==> src/hw/rtl/xct_pkg.sv <==
`default_nettype none
package xct_pkg;

    typedef enum logic [2:0] {
        MODE_NORMAL,
        MODE_ESTART,
        MODE_ATTR,
        MODE_AVAL,
        MODE_EVAL
    } mode_t;

    typedef enum logic [2:0] {
        TOK_NONE,
        TOK_ENAME,
        TOK_EVALUE,
        TOK_ANAME,
        TOK_AVALUE
    } tok_t;

    typedef enum logic [3:0] {
        KIND_LT,
        KIND_SLASH,
        KIND_GT,
        KIND_QUOTE,
        KIND_EQ,
        KIND_ENAME,
        KIND_EVALUE,
        KIND_ANAME,
        KIND_AVALUE,
        KIND_END
    } kind_t;

    localparam int MaxRes = 3;

    localparam logic [7:0] CH_LT     = 8'h3C;
    localparam logic [7:0] CH_GT     = 8'h3E;
    localparam logic [7:0] CH_SLASH  = 8'h2F;
    localparam logic [7:0] CH_EQ     = 8'h3D;
    localparam logic [7:0] CH_QUOTE  = 8'h22;
    localparam logic [7:0] CH_COLON  = 8'h3A;
    localparam logic [7:0] CH_USCORE = 8'h5F;
    localparam logic [7:0] CH_TAB    = 8'h09;
    localparam logic [7:0] CH_LF     = 8'h0A;
    localparam logic [7:0] CH_CR     = 8'h0D;
    localparam logic [7:0] CH_SPACE  = 8'h20;

    typedef struct packed {
        kind_t      kind;
        logic       has_char;
        logic [7:0] ch;
        logic       start;
        logic       stop;
        logic       err;
    } res_t;

    // All results caused by one input beat.
    typedef struct packed {
        logic [1:0]              cnt;
        res_t [MaxRes-1:0]       res;
    } entry_t;

    function automatic logic is_alnum(input logic [7:0] c);
        return (c >= 8'h30 && c <= 8'h39) || (c >= 8'h41 && c <= 8'h5A)
            || (c >= 8'h61 && c <= 8'h7A);
    endfunction

    function automatic logic is_space(input logic [7:0] c);
        return c == CH_SPACE || c == CH_TAB || c == CH_LF || c == CH_CR;
    endfunction

    function automatic kind_t kind_of(input tok_t t);
        kind_t k;
        case (t)
            TOK_ENAME:  k = KIND_ENAME;
            TOK_EVALUE: k = KIND_EVALUE;
            TOK_ANAME:  k = KIND_ANAME;
            default:    k = KIND_AVALUE;
        endcase
        return k;
    endfunction

    function automatic res_t mk_res(input kind_t kind, input logic has_char,
                                    input logic [7:0] ch, input logic start,
                                    input logic stop, input logic err);
        res_t r;
        r.kind     = kind;
        r.has_char = has_char;
        r.ch       = ch;
        r.start    = start;
        r.stop     = stop;
        r.err      = err;
        return r;
    endfunction

endpackage
`default_nettype wire

==> src/hw/rtl/xct_front.sv <==
`default_nettype none
module xct_front (
    input  wire logic           aclk,
    input  wire logic           aresetn,
    input  wire logic           s_valid,
    output logic                s_ready,
    input  wire logic [7:0]     s_char_in,
    input  wire logic           s_end_of_input,
    input  wire logic           q_full,
    output logic                q_push,
    output xct_pkg::entry_t     q_entry
);
    import xct_pkg::*;

    mode_t      mode_reg, mode_next;
    tok_t       tok_reg, tok_next;
    logic       err_reg, err_next;
    logic [1:0] n;
    logic       handled;
    logic       cont;
    logic [7:0] c;
    logic       eoi;
    logic       accept;

    assign s_ready = !q_full;
    assign accept  = s_valid && s_ready;
    assign c       = s_char_in;
    assign eoi     = s_end_of_input;

    always_ff @(posedge aclk) begin
        if (!aresetn) begin
            mode_reg <= MODE_NORMAL;
            tok_reg  <= TOK_NONE;
            err_reg  <= 1'b0;
        end else if (accept) begin
            mode_reg <= mode_next;
            tok_reg  <= tok_next;
            err_reg  <= err_next;
        end
    end

    always_comb begin
        mode_next = mode_reg;
        tok_next  = tok_reg;
        err_next  = err_reg;
        q_entry   = '0;
        n         = 2'd0;
        handled   = 1'b0;
        cont      = 1'b0;
        if (!err_reg) begin
            if (tok_reg != TOK_NONE) begin
                case (tok_reg)
                    TOK_ENAME:  cont = is_alnum(c) || c == CH_USCORE;
                    TOK_ANAME:  cont = is_alnum(c) || c == CH_COLON;
                    TOK_EVALUE: cont = c != CH_LT;
                    default:    cont = c != CH_QUOTE;
                endcase
                if (cont) begin
                    q_entry.res[n] = mk_res(kind_of(tok_reg), 1'b1, c, 1'b0, eoi, 1'b0);
                    handled = 1'b1;
                end else begin
                    q_entry.res[n] = mk_res(kind_of(tok_reg), 1'b0, 8'h00, 1'b0, 1'b1,
                                            1'b0);
                    tok_next = TOK_NONE;
                end
                n = n + 2'd1;
            end
            if (!handled && !is_space(c)) begin
                if (c == CH_LT) begin
                    q_entry.res[n] = mk_res(KIND_LT, 1'b1, c, 1'b1, 1'b1, 1'b0);
                    mode_next = MODE_ESTART;
                    n = n + 2'd1;
                end else if (c == CH_GT) begin
                    q_entry.res[n] = mk_res(KIND_GT, 1'b1, c, 1'b1, 1'b1, 1'b0);
                    mode_next = MODE_EVAL;
                    n = n + 2'd1;
                end else if (c == CH_SLASH) begin
                    q_entry.res[n] = mk_res(KIND_SLASH, 1'b1, c, 1'b1, 1'b1, 1'b0);
                    mode_next = MODE_NORMAL;
                    n = n + 2'd1;
                end else if (c == CH_EQ) begin
                    q_entry.res[n] = mk_res(KIND_EQ, 1'b1, c, 1'b1, 1'b1, 1'b0);
                    mode_next = MODE_AVAL;
                    n = n + 2'd1;
                end else if (c == CH_QUOTE) begin
                    q_entry.res[n] = mk_res(KIND_QUOTE, 1'b1, c, 1'b1, 1'b1, 1'b0);
                    n = n + 2'd1;
                end else if (mode_reg == MODE_EVAL) begin
                    tok_next = TOK_EVALUE;
                    q_entry.res[n] = mk_res(KIND_EVALUE, 1'b1, c, 1'b1, eoi, 1'b0);
                    n = n + 2'd1;
                end else if (is_alnum(c) || c == CH_COLON || c == CH_USCORE) begin
                    case (mode_reg)
                        MODE_ESTART: begin
                            mode_next = MODE_ATTR;
                            tok_next  = TOK_ENAME;
                        end
                        MODE_ATTR: begin
                            mode_next = MODE_AVAL;
                            tok_next  = TOK_ANAME;
                        end
                        MODE_AVAL: begin
                            mode_next = MODE_ATTR;
                            tok_next  = TOK_AVALUE;
                        end
                        default: begin
                            mode_next = MODE_NORMAL;
                            tok_next  = TOK_ENAME;
                        end
                    endcase
                    q_entry.res[n] = mk_res(kind_of(tok_next), 1'b1, c, 1'b1, eoi, 1'b0);
                    n = n + 2'd1;
                end else if (!eoi) begin
                    q_entry.res[n] = mk_res(KIND_END, 1'b1, c, 1'b0, 1'b0, 1'b1);
                    err_next = 1'b1;
                    tok_next = TOK_NONE;
                    n = n + 2'd1;
                end
            end
        end
        if (eoi) begin
            q_entry.res[n] = mk_res(KIND_END, 1'b0, 8'h00, 1'b0, 1'b1, err_reg);
            n = n + 2'd1;
            mode_next = MODE_NORMAL;
            tok_next  = TOK_NONE;
            err_next  = 1'b0;
        end
        q_entry.cnt = n;
    end

    assign q_push = accept && (n != 2'd0);

endmodule
`default_nettype wire

==> src/hw/rtl/xct_fifo.sv <==
`default_nettype none
module xct_fifo (
    input  wire logic           aclk,
    input  wire logic           aresetn,
    input  wire logic           push,
    input  wire xct_pkg::entry_t push_entry,
    input  wire logic           pop,
    output xct_pkg::entry_t     pop_entry,
    output logic                empty,
    output logic                full
);
    import xct_pkg::*;

    entry_t     mem_reg [2];
    logic       wr_ptr_reg;
    logic       rd_ptr_reg;
    logic [1:0] count_reg;
    logic       do_push;
    logic       do_pop;

    assign empty     = count_reg == 2'd0;
    assign full      = count_reg == 2'd2;
    assign do_push   = push && !full;
    assign do_pop    = pop && !empty;
    assign pop_entry = mem_reg[rd_ptr_reg];

    always_ff @(posedge aclk) begin
        if (!aresetn) begin
            wr_ptr_reg <= 1'b0;
            rd_ptr_reg <= 1'b0;
            count_reg  <= 2'd0;
        end else begin
            if (do_push) begin
                wr_ptr_reg <= !wr_ptr_reg;
            end
            if (do_pop) begin
                rd_ptr_reg <= !rd_ptr_reg;
            end
            case ({do_push, do_pop})
                2'b10:   count_reg <= count_reg + 2'd1;
                2'b01:   count_reg <= count_reg - 2'd1;
                default: count_reg <= count_reg;
            endcase
        end
    end

    always_ff @(posedge aclk) begin
        if (do_push) begin
            mem_reg[wr_ptr_reg] <= push_entry;
        end
    end

endmodule
`default_nettype wire

==> src/hw/rtl/xct_back.sv <==
`default_nettype none
module xct_back (
    input  wire logic           aclk,
    input  wire logic           aresetn,
    input  wire logic           q_empty,
    input  wire xct_pkg::entry_t q_entry,
    output logic                q_pop,
    output logic                m_valid,
    input  wire logic           m_ready,
    output logic [3:0]          m_token_kind,
    output logic                m_has_char,
    output logic [7:0]          m_char_out,
    output logic                m_token_start,
    output logic                m_token_end,
    output logic                m_lex_error,
    output logic                m_last_of_run
);
    import xct_pkg::*;

    entry_t     cur_reg;
    logic [1:0] idx_reg;
    logic       valid_reg;
    logic       last;
    res_t       sel;

    assign last  = idx_reg == (cur_reg.cnt - 2'd1);
    assign q_pop = !q_empty && (!valid_reg || (m_ready && last));
    assign sel   = cur_reg.res[idx_reg];

    always_ff @(posedge aclk) begin
        if (!aresetn) begin
            valid_reg <= 1'b0;
            idx_reg   <= 2'd0;
        end else if (q_pop) begin
            valid_reg <= 1'b1;
            idx_reg   <= 2'd0;
        end else if (valid_reg && m_ready) begin
            if (last) begin
                valid_reg <= 1'b0;
            end else begin
                idx_reg <= idx_reg + 2'd1;
            end
        end
    end

    always_ff @(posedge aclk) begin
        if (q_pop) begin
            cur_reg <= q_entry;
        end
    end

    assign m_valid       = valid_reg;
    assign m_token_kind  = sel.kind;
    assign m_has_char    = sel.has_char;
    assign m_char_out    = sel.ch;
    assign m_token_start = sel.start;
    assign m_token_end   = sel.stop;
    assign m_lex_error   = sel.err;
    assign m_last_of_run = last;

endmodule
`default_nettype wire

==> src/hw/rtl/xml_char_tokenizer.sv <==
// XML character tokenizer.
// Input channel (s_): one byte of text per beat, s_end_of_input on the final
// byte of a document. Result channel (m_): one token result per beat, with
// kind, character, start/end marks, error flag and m_last_of_run on the
// final result that an input byte causes. A byte yields zero to three results.
// The front end classifies each byte in the cycle it is accepted and pushes
// its whole result group into a two-entry queue; the back end plays a group
// out one result per cycle while m_ready is high, from its output register.
// A result passes through the queue and the output register before m_valid.
// Throughput: with m_ready high, one byte per cycle while each byte yields at most
// one result; otherwise the single result port sets the pace, one result per cycle.
// If the receiver stalls, the back end holds its result and the queue fills;
// s_ready falls once both queue entries are taken.
// Reset (aresetn low, synchronous) returns the lexer to normal mode with no
// open token, clears the error flag and empties the queue and output stage.
`default_nettype none
module xml_char_tokenizer (
    input  wire logic       aclk,
    input  wire logic       aresetn,
    input  wire logic       s_valid,
    output logic            s_ready,
    input  wire logic [7:0] s_char_in,
    input  wire logic       s_end_of_input,
    output logic            m_valid,
    input  wire logic       m_ready,
    output logic [3:0]      m_token_kind,
    output logic            m_has_char,
    output logic [7:0]      m_char_out,
    output logic            m_token_start,
    output logic            m_token_end,
    output logic            m_lex_error,
    output logic            m_last_of_run
);
    import xct_pkg::*;

    entry_t push_entry;
    entry_t pop_entry;
    logic   push;
    logic   pop;
    logic   empty;
    logic   full;

    xct_front u_front (
        .aclk           (aclk),
        .aresetn        (aresetn),
        .s_valid        (s_valid),
        .s_ready        (s_ready),
        .s_char_in      (s_char_in),
        .s_end_of_input (s_end_of_input),
        .q_full         (full),
        .q_push         (push),
        .q_entry        (push_entry)
    );

    xct_fifo u_fifo (
        .aclk       (aclk),
        .aresetn    (aresetn),
        .push       (push),
        .push_entry (push_entry),
        .pop        (pop),
        .pop_entry  (pop_entry),
        .empty      (empty),
        .full       (full)
    );

    xct_back u_back (
        .aclk          (aclk),
        .aresetn       (aresetn),
        .q_empty       (empty),
        .q_entry       (pop_entry),
        .q_pop         (pop),
        .m_valid       (m_valid),
        .m_ready       (m_ready),
        .m_token_kind  (m_token_kind),
        .m_has_char    (m_has_char),
        .m_char_out    (m_char_out),
        .m_token_start (m_token_start),
        .m_token_end   (m_token_end),
        .m_lex_error   (m_lex_error),
        .m_last_of_run (m_last_of_run)
    );

endmodule
`default_nettype wire

==> config.mk <==
export PLATFORM = sky130hd
export DESIGN_NAME = xml_char_tokenizer
export DESIGN_NICKNAME = d
export VERILOG_FILES = /design/src/hw/rtl/xct_pkg.sv /design/src/hw/rtl/xct_front.sv /design/src/hw/rtl/xct_fifo.sv /design/src/hw/rtl/xct_back.sv /design/src/hw/rtl/xml_char_tokenizer.sv
export SDC_FILE = /design/constraint.sdc
export NUM_CORES = 1
export LEC_CHECK = 0
export BUFFER_PORTS_ARGS = -buffer_cell sky130_fd_sc_hd__buf_4
export CAP_MARGIN = 20
export CELL_PAD_IN_SITES_DETAIL_PLACEMENT = 0
export CELL_PAD_IN_SITES_GLOBAL_PLACEMENT = 1
export CORE_UTILIZATION = 45
export DETAILED_ROUTE_END_ITERATION = 12
export PLACE_DENSITY_LB_ADDON = 0.1
export SKIP_CTS_REPAIR_TIMING = 1
export SYNTH_ARGS = -nofsm -noshare
export SYNTH_HDL_FRONTEND = slang
export SYNTH_SLANG_ARGS = --single-unit
==> constraint.sdc <==
create_clock -name aclk -period 4.9 [get_ports aclk]
set_input_delay 0.245 -clock aclk [delete_from_list [all_inputs] [get_ports aclk]]
set_output_delay 0.245 -clock aclk [all_outputs]
set_load 0.01 [all_outputs]
==> results of run 1 <==
where the power goes:
group / total (mW) / internal (mW) / switching (mW)
combinational: 0.834 / 0.362 / 0.472
sequential: 1.51 / 1.45 / 0.0638
clock: 1.30 / 0.853 / 0.446
worst max-delay path, delay by kind of cell (launching register included):
family	cells	cell delay, ns
AOI/OAI and AO/OA	5	1.24
and+or+nand+nor	4	1.29
DFF	1	0.39
adders and majority gates	3	1.01
cells by family after synthesis:
logic type	count (synthesis)	share of synthesized area
adders and majority gates	7	0.0149
xor gates and xnor gates	9	0.0134
buffers and inverters	29	0.0186
and+or+nand+nor	155	0.139
DFF	122	0.601
AOI/OAI and AO/OA	90	0.109
muxes	56	0.103
stage by stage:
step | worst slack (ns) | instance area, um^2
floorplan | 0.236 | 5860
finish | 0.886 | 6910
CTS | 0.943 | 6910
global placement | 0.936 | 6290
global route | 0.708 | 6910
detailed placement | 0.894 | 6290
routing by layer:
metal	wire, um	up-vias	GRT usage
li1	-	1846	-
met1	5970	1793	0.279
met2	5660	77	0.297
met3	443	4	0.0498
met4	74	0	0.0598
met5	0	-	0
cell usage after synthesis, drive strengths merged, types with 3 or more instances:
library cell	count	area, um^2
ha	7	87.6
clkbuf	19	71.3
nor2	44	165
nand2	32	120
or2	3	18.8
a21oi	16	80.1
inv	6	22.5
and3	6	37.5
nand3	5	25.0
mux2i	19	190
and3b	3	26.3
nor2b	5	31.3
nand2b	5	31.3
and2	22	138
a21boi	6	45.0
mux2	37	417
xnor2	7	61.3
a2111oi	3	32.5
nor3b	5	37.5
nor3	7	35.0
a211oi	4	35.0
a31oi	5	37.5
o21ai	26	130
or3	3	18.8
nand4	5	31.3
dfxtp	14	280
edfxtp	108	3240
o211ai	4	30.0
o31ai	3	27.5
worst max path at each step:
stage	to	slack, ns	depth (start not counted)
after floorplan	u_fifo.mem_reg[0][0]	0.24	10
after global placement	u_fifo.count_reg[1]	0.94	13
after detailed placement	u_fifo.count_reg[1]	0.89	13
after CTS	u_fifo.count_reg[1]	0.94	12
after global routing	u_fifo.count_reg[1]	0.71	12
final	u_fifo.count_reg[1]	0.89	12
cell type report:
type / instances / area [um^2] / share of cell area
Tap cell: 172 / 215 / 0.0311
Multi-Input combinational cell: 317 / 2240 / 0.325
Inverter: 8 / 30.0 / 0.00434
Clock buffer: 18 / 429 / 0.0621
Clock inverter: 14 / 194 / 0.0281
Sequential cell: 122 / 3520 / 0.510
Timing Repair Buffer: 37 / 278 / 0.0402
==> results summary, run 1 <==
The run finished with clean final reports. On the final layout, the worst clock skew is 0.0169 ns. The total routing usage reported by global routing came out at 0.196. On the final layout, the worst hold slack is 0.146 ns. In this run the tool buffered the top-level ports with 31 buffer cells. The number of pins exceeding their max-slew limit in the final report was 0.

The TritonCTS buffer count is 17. The total negative setup slack is 0 ns. The power density over the cells is 527 nW/um^2. For this run, the leading register cell type out of synthesis is sky130_fd_sc_hd__edfxtp_1. The core footprint came out at 12700 um^2. IR analysis of the VDD net gives a maximum drop of 0.232 mV. The largest individual stage delay along the critical path comes from the cell sky130_fd_sc_hd__or3_1. The area added between synthesis and finish came out at 17.9%. The number of buffers on the longest clock path is 2. The relative slew slack came out at 0.495.

The count of cells in the finished layout, fillers not included, comes to roughly 700. The iteration count of the initial detailed-routing pass came out at 4. The maximum clock rate is 0.249 GHz. Routability-driven placement finished with a final weighted congestion of 0.900. The total count of hold-check failures in the final report is 0.

STA classifies the critical path endpoint as a flop. The deepest level of the CTS H-tree is 4. The worst-skew pair later-pin latency came out at 0.40 ns. The leftover overflow at the end of global routing is 0. Counting distinct cell types in the post-synthesis netlist gives 65. Of the cells placed in the final design, the portion with a size suffix greater than 1 is 0.231.

The horizontal extent of the die is 116 um. The cell repeated most along the worst path is sky130_fd_sc_hd__ha_1. The final core utilization came out at 0.546. In this run the worst path has a maximum fanout of 13. The average wire per cell in the routed design is 17.6 um. The cell depth of the worst min-delay path came out at 2. Across the run, the number of max-cap violations was 0. For this design, the sink count on the clock tree is 122.

The clock root buffer master is sky130_fd_sc_hd__clkbuf_16. The number of DRC markers in iteration 0 is 260. After synthesis the cells add up to 5860 um^2.

The number of warnings reported in the yosys synthesis log came out at 0. The full die area is 13500 um^2. Setup repair after global routing left no endpoint under its margin. The mean number of vias per cell is approximately 5.4. The chip height came out at 116 um. The final layout contains routed wiring with a total length of roughly 12000 um. The min-delay analysis places its worst path in the category input pin to flop. TritonCTS built the clock tree. The category of the worst setup path launch point is a flop. The mean area per synthesized cell came out at around 13 um^2. The worst-margin pin slew is about 0.76 ns.

The initial antenna violation count was 0. For this configuration, the core starts out at a cell density of 0.463. Counting cells, the worst reg-to-reg path comes to 12. The row count is 41. The net count of the mapped netlist came out at roughly 490. The register-to-register setup slack came out at between 0.8 and 0.9 ns. The number of synthesized flops with an enable pin came out at 108. The number of nets with antenna violations after detailed routing came out at 0.

In the layout the commonest cells are 108 x sky130_fd_sc_hd__edfxtp_1, 41 x sky130_fd_sc_hd__nor2_1, 37 x sky130_fd_sc_hd__mux2_2, 37 x sky130_fd_sc_hd__buf_4, 32 x sky130_fd_sc_hd__nand2_1. After synthesis the netlist holds a flip-flop and latch count of 122. Of the available clock period, the critical path in the final layout requires 0.819. Total power for the finished layout comes to 3.65 mW. The number of setup violations in the final report came out at 0. The minimum period implied by the final worst setup slack came out at 4.01 ns. For this run, the register share of the synthesized area comes to 0.601.

The delay contributed by the slowest stage of the critical path is 0.59 ns. Summing over every cut layer, the via total after detailed routing is 3720. The synthesized instance count is 468. The most common cell after layout, fill and taps aside is sky130_fd_sc_hd__edfxtp_1. In this run the critical register-to-register path is launched from u_front.tok_reg[2].

The I/O pin count is 32. The total placed cells including tap cells came out at 656. The capturing point of the worst reg2reg path is u_fifo.count_reg[1]. The critical path arrival is about 4.4 ns.

The critical path data required time is about 5.2 ns. For hold timing, the worst endpoint is u_back.m_valid. The critical path goes through or3_1 -> ha_1 -> and3_1 -> and3_1 -> a311oi_1 -> o31ai_2 -> ha_1 -> o311ai_1 -> a31o_4 -> ha_1 -> or3_1 -> a21boi_0. The post-CTS clock slew at the launch and capture registers of the worst setup and hold paths came out at 0.06 ns.

The critical path in this run is classified as flop to flop. The flip-flop count of the largest register after layout is 72. In the final design database the tool counted 523 nets.

The leakage power of the design came out at around 2.4 nW. The number of design rule violations left after detail routing came out at 0. The global-route wire length before repair is 19500 um.

The number of antenna diodes is 0. The via count of the first global-routing pass came out at 3639. The HPWL after detailed placement came out at 8130 um. The pin count of the biggest net entering global routing came out at 39. The async set-reset flop share out of synthesis is 0. The number of filler cells placed in the layout is around 1100. Tracing the worst setup path back leads to its startpoint at u_front.tok_reg[2]. In this run the most critical hold path is launched from aresetn.
No activity file was read; power rests on OpenSTA's default activity.
==> run 2, diff against run 1 <==
--- a/config.mk
+++ b/config.mk
@@ -5,11 +5,12 @@
 export SDC_FILE = /design/constraint.sdc
 export NUM_CORES = 1
 export LEC_CHECK = 0
+export ABC_AREA = 1
 export BUFFER_PORTS_ARGS = -buffer_cell sky130_fd_sc_hd__buf_4
 export CAP_MARGIN = 20
 export CELL_PAD_IN_SITES_DETAIL_PLACEMENT = 0
 export CELL_PAD_IN_SITES_GLOBAL_PLACEMENT = 1
-export CORE_UTILIZATION = 45
+export CORE_UTILIZATION = 48
 export DETAILED_ROUTE_END_ITERATION = 12
 export PLACE_DENSITY_LB_ADDON = 0.1
 export SKIP_CTS_REPAIR_TIMING = 1
==> constraint.sdc (replaced) <==
create_clock -name aclk -period 4.1 [get_ports aclk]
set_input_delay 0.205 -clock aclk [delete_from_list [all_inputs] [get_ports aclk]]
set_output_delay 0.205 -clock aclk [all_outputs]
set_load 0.01 [all_outputs]
==> run 2 against run 1 <==
Effect of this change: register-to-register slack got worse by 0.04 ns; critical path type unchanged; synthesized cell count grew 33%; critical path depth rose by 11; die area fell by 5.1%; via count is 16% higher; clock-buffer cell count grew 3; highest routed layer unchanged; routed wire length grew 10%; power rose by 25%; clock skew up 0.00097 ns; flip-flop and latch count unchanged.
==> results summary, run 2 <==
The leakage power of the design is 2.93 nW (+20%). The flip-flop count of the largest register after layout came out at 72 (unchanged). The via count of the first global-routing pass is 4133 (+14%). The maximum clock rate came out at 0.307 GHz (+23%). The setup clock skew after layout came out at 0.0179 ns (+0.000972 ns).

The total count of hold-check failures in the final report was 0 (unchanged). The initial antenna violation count came to 0 (unchanged). The mean number of vias per cell is 5.24 (-3.1%). The synthesized cell area is 5930 um^2 (+1.1%). The critical path in this run is classified as flop to flop. The number of setup violations in the final report is 0 (unchanged). The core footprint came out at 12000 um^2 (-5.2%). The async set-reset flop share out of synthesis is 0 (unchanged).

The number of pins exceeding their max-slew limit in the final report is 0 (unchanged). The number of DRC markers in iteration 0 was 224 (-14%). The cell depth of the worst min-delay path is 3 (+1). The row count is 40 (-2.4%). The run finished with clean final reports. The initial core utilization came to 0.493 (+0.0307). The worst-case hold slack came out at 0.0592 ns (-0.0871 ns). The worst ir drop on vdd came out at 0.264 mV (+14%).

The average wire per cell in the routed design is 16.2 um (-8.2%). The pin count of the biggest net entering global routing was 42 (+7.7%). Of all cell types, the one taking the most synthesized area is sky130_fd_sc_hd__edfxtp_1.

The primary flip-flop cell chosen by synthesis mapping is sky130_fd_sc_hd__edfxtp_1. The TritonCTS buffer count came to 17 (unchanged). The post-route standard cell area excluding fillers is 6970 um^2 (+0.80%). The number of design rule violations left after detail routing came to 0 (unchanged).

The share of the clock period used by the worst path after layout is 0.794 (-0.0248). The worst-skew pair later-pin latency came out at 0.42 ns (+0.02 ns). The worst setup path is launched from a flop.

The number of synthesized flops with an enable pin came out at 108 (unchanged). The horizontal extent of the die is 113 um (-2.6%). The maximum fanout count along the critical path came to 16 (+3). The synthesized instance count is 624 (+33%).

The number of sinks handled by clock tree synthesis is 122 (unchanged). The worst hold path begins at aresetn. The max-cap violation count came out at 0 (unchanged).

The net total in the final layout is 685 (+31%). The endpoint identified for the worst register-to-register timing path is u_fifo.count_reg[1]. The depth of the worst register-to-register path is 23 (+11).

TritonCTS built the clock tree. The full die area is 12800 um^2 (-5.1%). The number of antenna diodes is 0 (unchanged). The relative slew slack came out at 0.640 (+0.145). The number of nets with antenna violations after detailed routing came to 0 (unchanged).

The worst min-delay path category is input pin to flop. The quantity of I/O buffers inserted on ports was 31 (unchanged). The I/O pin count came out at 32 (unchanged). The number of warnings reported in the yosys synthesis log was 0 (unchanged). The worst setup path is captured at a flop. The number of buffers on the longest clock path came out at 2 (unchanged). The iteration count of the initial detailed-routing pass came to 4 (unchanged). The total negative setup slack is 0 ns (unchanged). The number of register bits inferred by synthesis was 122 (unchanged). The share of layout cells above drive strength 1 was 0.184 (-0.0463). The HPWL after detailed placement is 9480 um (+17%). Leaving out fill and tap cells, the most frequent cells in the layout are 176 x sky130_fd_sc_hd__nand2_1, 108 x sky130_fd_sc_hd__edfxtp_1, 65 x sky130_fd_sc_hd__nor2_1. The unique cell type count in the Yosys netlist came to 43 (-34%).

The worst-margin pin slew came out at 0.527 ns (-0.228 ns). The power density over the cells was 653 nW/um^2 (+24%). The critical path arrival came out at 3.60 ns (-0.75 ns). The critical path data required time is 4.44 ns (-0.79 ns). The global-route wire length before repair came out at 21500 um (+10%). Sorting the synthesized cells by how often they occur yields 176 x sky130_fd_sc_hd__nand2_1, 108 x sky130_fd_sc_hd__edfxtp_1, 66 x sky130_fd_sc_hd__nor2_1. The net count of the mapped netlist is 644 (+32%). By area the synthesized netlist is led by sky130_fd_sc_hd__edfxtp_1 55%, sky130_fd_sc_hd__nand2_1 11%, sky130_fd_sc_hd__dfxtp_1 4.7%, sky130_fd_sc_hd__nor2_1 4.2%, sky130_fd_sc_hd__o21ai_0 3.7%. sky130_fd_sc_hd__nand2_1 is the most common cell in the netlist. The end of the worst hold path is u_back.m_valid. The sequential area share after synthesis is 0.594 (-0.00647). The total routing usage reported by global routing is 0.226 (+0.0295). The total wirelength of the detailed-routed design came out at 13400 um (+10%). Setup repair after global routing left no endpoint under its margin. The deepest level of the CTS H-tree is 4 (unchanged).

The area share of the largest cell type after synthesis is 0.547 (-0.00596). The leftover overflow at the end of global routing is 0 (unchanged). The mean area per synthesized cell came out at 9.50 um^2 (-24%). The post-CTS clock slew at the launch and capture registers of the worst setup and hold paths was 0.06 ns (about the same). The launch point of the worst reg-to-reg path is u_front.tok_reg[1]. The minimum period implied by the final worst setup slack came out at 3.26 ns (-0.757 ns). The register-to-register setup slack came out at 0.84 ns (-0.04 ns). The chip height was 113 um (-2.6%). The area added between synthesis and finish came out at 17.6%.

CTS placed an instance of sky130_fd_sc_hd__clkbuf_16 at the clock tree root. The final estimated routing congestion in global placement came out at 0.920 (+2.2%). The total via count after detailed routing is 4323 (+16%).

The post-placement cell area is 6350 um^2 (+0.94%). The library cell used most frequently in the layout, excluding fill and tap cells, is sky130_fd_sc_hd__nand2_1.
==> run 2: cell count changes in the layout (fill, tap and decap cells not counted), sizes merged, moves of 6 or more <==
| cell | change |
|---|---|
| nor2 | +30 |
| xnor2 | -6 |
| nor3 | +17 |
| inv | +50 |
| and2 | -22 |
| nand2 | +164 |
| o21ai | +19 |
| mux2 | -37 |
| nand3 | +20 |
| mux2i | -19 |
| nand4 | +7 |
==> run 2: cells by family after synthesis <==
| kind of cell | Yosys count | share of synthesized area |
|---|---|---|
| flops | 122 | 0.594 |
| buf+inv | 77 | 0.0494 |
| simple gates | 336 | 0.261 |
| compound gates | 81 | 0.0787 |
| xor+xnor | 1 | 0.00148 |
| fa+ha+maj | 7 | 0.0148 |
==> run 2: worst max-delay path: stages (launching register included) <==
cell and delay [ns]:
sky130_fd_sc_hd__dfxtp_1 0.37, sky130_fd_sc_hd__nor2_1 0.17, sky130_fd_sc_hd__inv_1 0.08, sky130_fd_sc_hd__nor2_1 0.13
sky130_fd_sc_hd__inv_1 0.05, sky130_fd_sc_hd__buf_4 0.19, sky130_fd_sc_hd__ha_1 0.28, sky130_fd_sc_hd__inv_1 0.07
sky130_fd_sc_hd__nand3_2 0.07, sky130_fd_sc_hd__nand3_2 0.06, sky130_fd_sc_hd__nand2_1 0.06, sky130_fd_sc_hd__nand2_2 0.07
sky130_fd_sc_hd__nand2_2 0.07, sky130_fd_sc_hd__ha_1 0.28, sky130_fd_sc_hd__or2_2 0.30, sky130_fd_sc_hd__nand2_2 0.10
sky130_fd_sc_hd__nand2_4 0.06, sky130_fd_sc_hd__nand2_2 0.07, sky130_fd_sc_hd__ha_1 0.23, sky130_fd_sc_hd__inv_1 0.08
sky130_fd_sc_hd__nand2_1 0.05, sky130_fd_sc_hd__nor2_1 0.11, sky130_fd_sc_hd__o21ai_0 0.09, sky130_fd_sc_hd__a21oi_1 0.11
==> run 2: cell type report <==
type / instances / area (um^2)
tap: 147 / 184
multi-input combinational: 425 / 2120
fill: 1065 / 5040
timing repair buffer: 40 / 313
sequential: 122 / 3520
clock buffer: 21 / 450
inverter: 59 / 224
clock inverter: 11 / 149
==> run 2: layer usage <==
layer / share of wire / global-route usage / up-vias
met3: 0.041 / 0.0466 / 18
met2: 0.48 / 0.357 / 85
met4: 0.020 / 0.0904 / 0
met5: 0 / 0 / -
met1: 0.46 / 0.306 / 2023
li1: - / - / 2197
==> run 2: power by group <==
group	leakage (nW)	switching, mW	internal, mW
registers	1.14	0.0863	1.80
logic	1.51	0.773	0.395
clock network	0.284	0.519	0.972
total	2.93	1.38	3.17
==> run 2: through the flow <==
step / power [mW] / std cells / setup WS, ns / utilization
floorplan: 2.63 / 624 / 0.147 / -
global placement: 3.05 / 792 / 0.879 / 0.529
detailed placement: 3.08 / 792 / 0.876 / 0.529
CTS: 4.58 / 824 / 0.843 / 0.578
global route: 4.81 / 825 / 0.525 / 0.580
finish: 4.55 / 825 / 0.844 / 0.580
==> run 2: how the worst max path moves through the flow <==
| stage | from | cells past startpoint | end | slack, ns |
|---|---|---|---|---|
| after floorplan | u_back.idx_reg[0] | 15 | u_fifo.count_reg[1] | 0.15 |
| after global placement | s_char_in[3] | 24 | u_fifo.count_reg[1] | 0.88 |
| after detailed placement | u_front.tok_reg[1] | 23 | u_fifo.count_reg[1] | 0.88 |
| after CTS | u_front.tok_reg[1] | 23 | u_fifo.count_reg[1] | 0.84 |
| after global routing | u_front.tok_reg[1] | 23 | u_fifo.count_reg[1] | 0.52 |
| final | u_front.tok_reg[1] | 23 | u_fifo.count_reg[1] | 0.84 |
==> run 3, diff against run 2 <==
--- a/config.mk
+++ b/config.mk
@@ -10,7 +10,7 @@
 export CAP_MARGIN = 20
 export CELL_PAD_IN_SITES_DETAIL_PLACEMENT = 0
 export CELL_PAD_IN_SITES_GLOBAL_PLACEMENT = 1
-export CORE_UTILIZATION = 48
+export CORE_UTILIZATION = 43
 export DETAILED_ROUTE_END_ITERATION = 12
 export PLACE_DENSITY_LB_ADDON = 0.1
 export SKIP_CTS_REPAIR_TIMING = 1
==> constraint.sdc (replaced) <==
create_clock -name aclk -period 2.8 [get_ports aclk]
set_input_delay 0.14 -clock aclk [delete_from_list [all_inputs] [get_ports aclk]]
set_output_delay 0.14 -clock aclk [all_outputs]
set_load 0.01 [all_outputs]
==> run 3 against run 2 <==
Effect of this change: the flow now finishes with violations (negative hold slack); via count is 3.4% higher; clock-buffer cell count is 4 lower; utilization is 2.7 points lower; non-clock buffer count is 38 higher; global-route usage is 1.6 points lower; routed wire length is 3.5% higher; hold slack worse by 0.060 ns; clock power is 40% higher; fmax is 22% higher; power is 47% higher; die area is 11% higher; first-iteration DRC count is 5.4% higher; critical path type unchanged; largest cell class unchanged; highest routed layer unchanged.
==> results summary, run 3 (same netlist as run 2, synthesis figures left out) <==
The flow ran to the end, but the final reports show violations. The checks that failed: negative hold slack. The final estimated routing congestion in global placement came to 0.878 (-4.6%). The iteration count of the initial detailed-routing pass came to 4 (unchanged). The average wire per cell in the routed design came out at 15.5 um (-4.3%). The setup clock skew after layout is 0.00832 ns (-0.00954 ns). The element type at the critical path end is a flop.

The horizontal extent of the die was 119 um (+5.6%). The capturing point of the worst reg2reg path is u_fifo.mem_reg[1][29]. The net total in the final layout is 723 (+5.5%). The startpoint identified for the worst register-to-register timing path is u_front.tok_reg[0]. The initial core utilization is 0.444 (-0.0494). The minimum setup slack in the final design was 0.121 ns (-0.723 ns). The pin count of the biggest net entering global routing came out at 39 (-7.1%). The signal on the critical path passes through nor2_4 -> inv_2 -> nor2_4 -> inv_4 -> buf_4 -> a21oi_1 -> nand2_2 -> nand2_2 -> nand2_4 -> ha_4 -> or2_4 -> nand2_4 -> nand2_4 -> buf_4 -> nand3_4 -> clkinvlp_4 -> buf_12.

The overall power came to 6.67 mW (+47%). The critical path class is flop to flop. The post-CTS clock slew at the launch and capture registers of the worst setup and hold paths came to 0.06 ns (about the same). The number of sinks handled by clock tree synthesis came out at 122 (unchanged).

The clock root buffer master is sky130_fd_sc_hd__clkbuf_16. The leakage power of the design came out at 3.11 nW (+5.9%). The minimum period implied by the final worst setup slack came out at 2.68 ns (-0.577 ns). Leaving out fill and tap cells, the most frequent cell in the layout is sky130_fd_sc_hd__nand2_1. The worst hold path begins at aresetn. The relative slew slack is 0.644 (+0.00400). The chip height is 119 um (+5.6%). The total negative setup slack is 0 ns (unchanged).

The total count of hold-check failures in the final report is 1 (+1). Setup repair after global routing could not meet its margin everywhere. The full die area is 14300 um^2 (+11%).

The via count of the first global-routing pass is 4285 (+3.7%). The register-to-register setup slack is 0.12 ns (-0.72 ns). The final core utilization is 0.553 (-0.0272). The met1 routed wirelength after detailed routing is 6240 um (+0.81%). The worst ir drop on vdd came out at 0.413 mV (+56%).

The initial antenna violation count is 0 (unchanged). The depth of the worst register-to-register path is 17 (-26%). TritonCTS built the clock tree. The number of nets with antenna violations after detailed routing is 0 (unchanged).

The number of setup violations in the final report is 0 (unchanged). The critical path arrival is 2.82 ns (-0.78 ns). The I/O pin count is 32 (unchanged). The met3 wirelength from detailed routing is 762 um (+38%). The number of DRC markers in iteration 0 was 236 (+5.4%). The leftover overflow at the end of global routing is 0 (unchanged).

The cell depth of the worst min-delay path came to 3 (unchanged). The worst setup slack before clock tree synthesis came out at -0.0563 ns (-0.932 ns). In the layout the commonest cells are 174 x sky130_fd_sc_hd__nand2_1, 108 x sky130_fd_sc_hd__edfxtp_1, 75 x sky130_fd_sc_hd__buf_4. The delay contributed by the slowest stage of the critical path came to 0.36 ns (about the same). The share of layout cells above drive strength 1 came out at 0.250 (+0.0656).

The row count is 42 (+5.0%). The global-route wire length before repair was 22400 um (+4.2%). The maximum clock rate came out at 0.373 GHz (+22%). The detailed route wirelength on metal2 is 6560 um (+3.3%). The power density over the cells came out at 904 nW/um^2 (+38%). The worst-margin pin slew came out at 0.534 ns (+0.00704 ns). The number of filler cells placed in the layout was 1210 (+14%). The number of pins exceeding their max-slew limit in the final report came to 0 (unchanged).

The number of antenna diodes is 0 (unchanged). The category of the worst setup path launch point is a flop. The TritonCTS buffer count is 17 (unchanged). The number of design rule violations left after detail routing is 0 (unchanged). The total via count after detailed routing came out at 4469 (+3.4%). The min-delay analysis places its worst path in the category input pin to flop. The mean number of vias per cell is 5.01 (-4.4%). The end of the worst hold path is u_back.m_valid. In this run the top signal layer used is met4. The worst-case hold slack is -0.000572 ns (-0.0597 ns).

The area added between synthesis and finish came out at 24.5%. The max-cap violation count was 0 (unchanged). The total routing usage reported by global routing came to 0.210 (-0.0161). The share of the clock period used by the worst path after layout is 0.957 (+0.163). The total wirelength of the detailed-routed design came out at 13800 um (+3.5%). The HPWL after detailed placement is 10200 um (+7.3%). The maximum fanout count along the critical path came to 36 (+20).

The worst-skew pair later-pin latency is 0.41 ns (about the same). On the critical path, the stage with the largest delay is an instance of sky130_fd_sc_hd__dfxtp_4. The quantity of I/O buffers inserted on ports is 31 (unchanged). By instance count, the cell type seen most on the critical path is sky130_fd_sc_hd__nand2_4. The number of buffers on the longest clock path came out at 2 (unchanged). The deepest level of the CTS H-tree came out at 4 (unchanged). The core footprint came out at 13300 um^2 (+11%). The flip-flop count of the largest register after layout is 72 (unchanged). The critical path data required time was 2.94 ns (-1.50 ns).
-- run 3: cell type report --
cell class	instances	area, um^2	share of cell area
timing repair buffer	78	614	0.0832
tap	176	220	0.0298
clock inverter	15	153	0.0207
inverter	59	230	0.0312
clock buffer	17	425	0.0576
sequential	122	3530	0.478
multi-input combinational	425	2210	0.299
-- run 3: critical path, delay by kind of cell, from the launching register on --
kind	cells	cell delay [ns]
AND/OR/NAND/NOR	9	0.94
buffers and inverters	6	0.70
flip-flops	1	0.36
adder cells (fa/ha/maj)	1	0.21
AO/OA/AOI/OAI	1	0.18
-- run 3: layer usage --
| layer | global-route usage | up-vias |
|---|---|---|
| li1 | - | 2267 |
| met1 | 0.277 | 2080 |
| met2 | 0.336 | 102 |
| met4 | 0.0758 | 0 |
| met5 | 0 | - |
| met3 | 0.0508 | 20 |
-- run 3: stage by stage --
| step | instance area (um^2) | hold WS (ns) | std cells |
|---|---|---|---|
| 2_1_floorplan | 6020 | 0.261 | 624 |
| 3_3_place_gp | 6760 | 0.414 | 858 |
| 3_5_place_dp | 6760 | 0.422 | 858 |
| 4_1_cts | 7330 | -0.00946 | 890 |
| 5_1_grt | 7380 | 0.00175 | 892 |
| 6_report | 7380 | -0.000572 | 892 |
-- run 3: how the worst max path moves through the flow --
stage | startpoint | to | slack, ns | depth (start not counted)
after floorplan | u_front.tok_reg[1] | u_fifo.mem_reg[1][0] | -0.13 | 18
after global placement | s_char_in[1] | u_fifo.count_reg[1] | -0.06 | 24
after detailed placement | s_char_in[1] | u_fifo.count_reg[1] | -0.06 | 24
after CTS | u_front.mode_reg[0] | u_fifo.count_reg[1] | -0.003 | 22
after global routing | u_front.tok_reg[0] | u_fifo.count_reg[1] | -0.03 | 22
final | u_front.tok_reg[0] | u_fifo.mem_reg[1][29] | 0.12 | 17
-- run 3: power breakdown --
| part | leakage (nW) | switching [mW] | internal [mW] |
|---|---|---|---|
| Combinational | 1.69 | 1.16 | 0.657 |
| Sequential | 1.14 | 0.127 | 2.64 |
| Clock | 0.269 | 0.781 | 1.31 |
| Total | 3.11 | 2.07 | 4.60 |
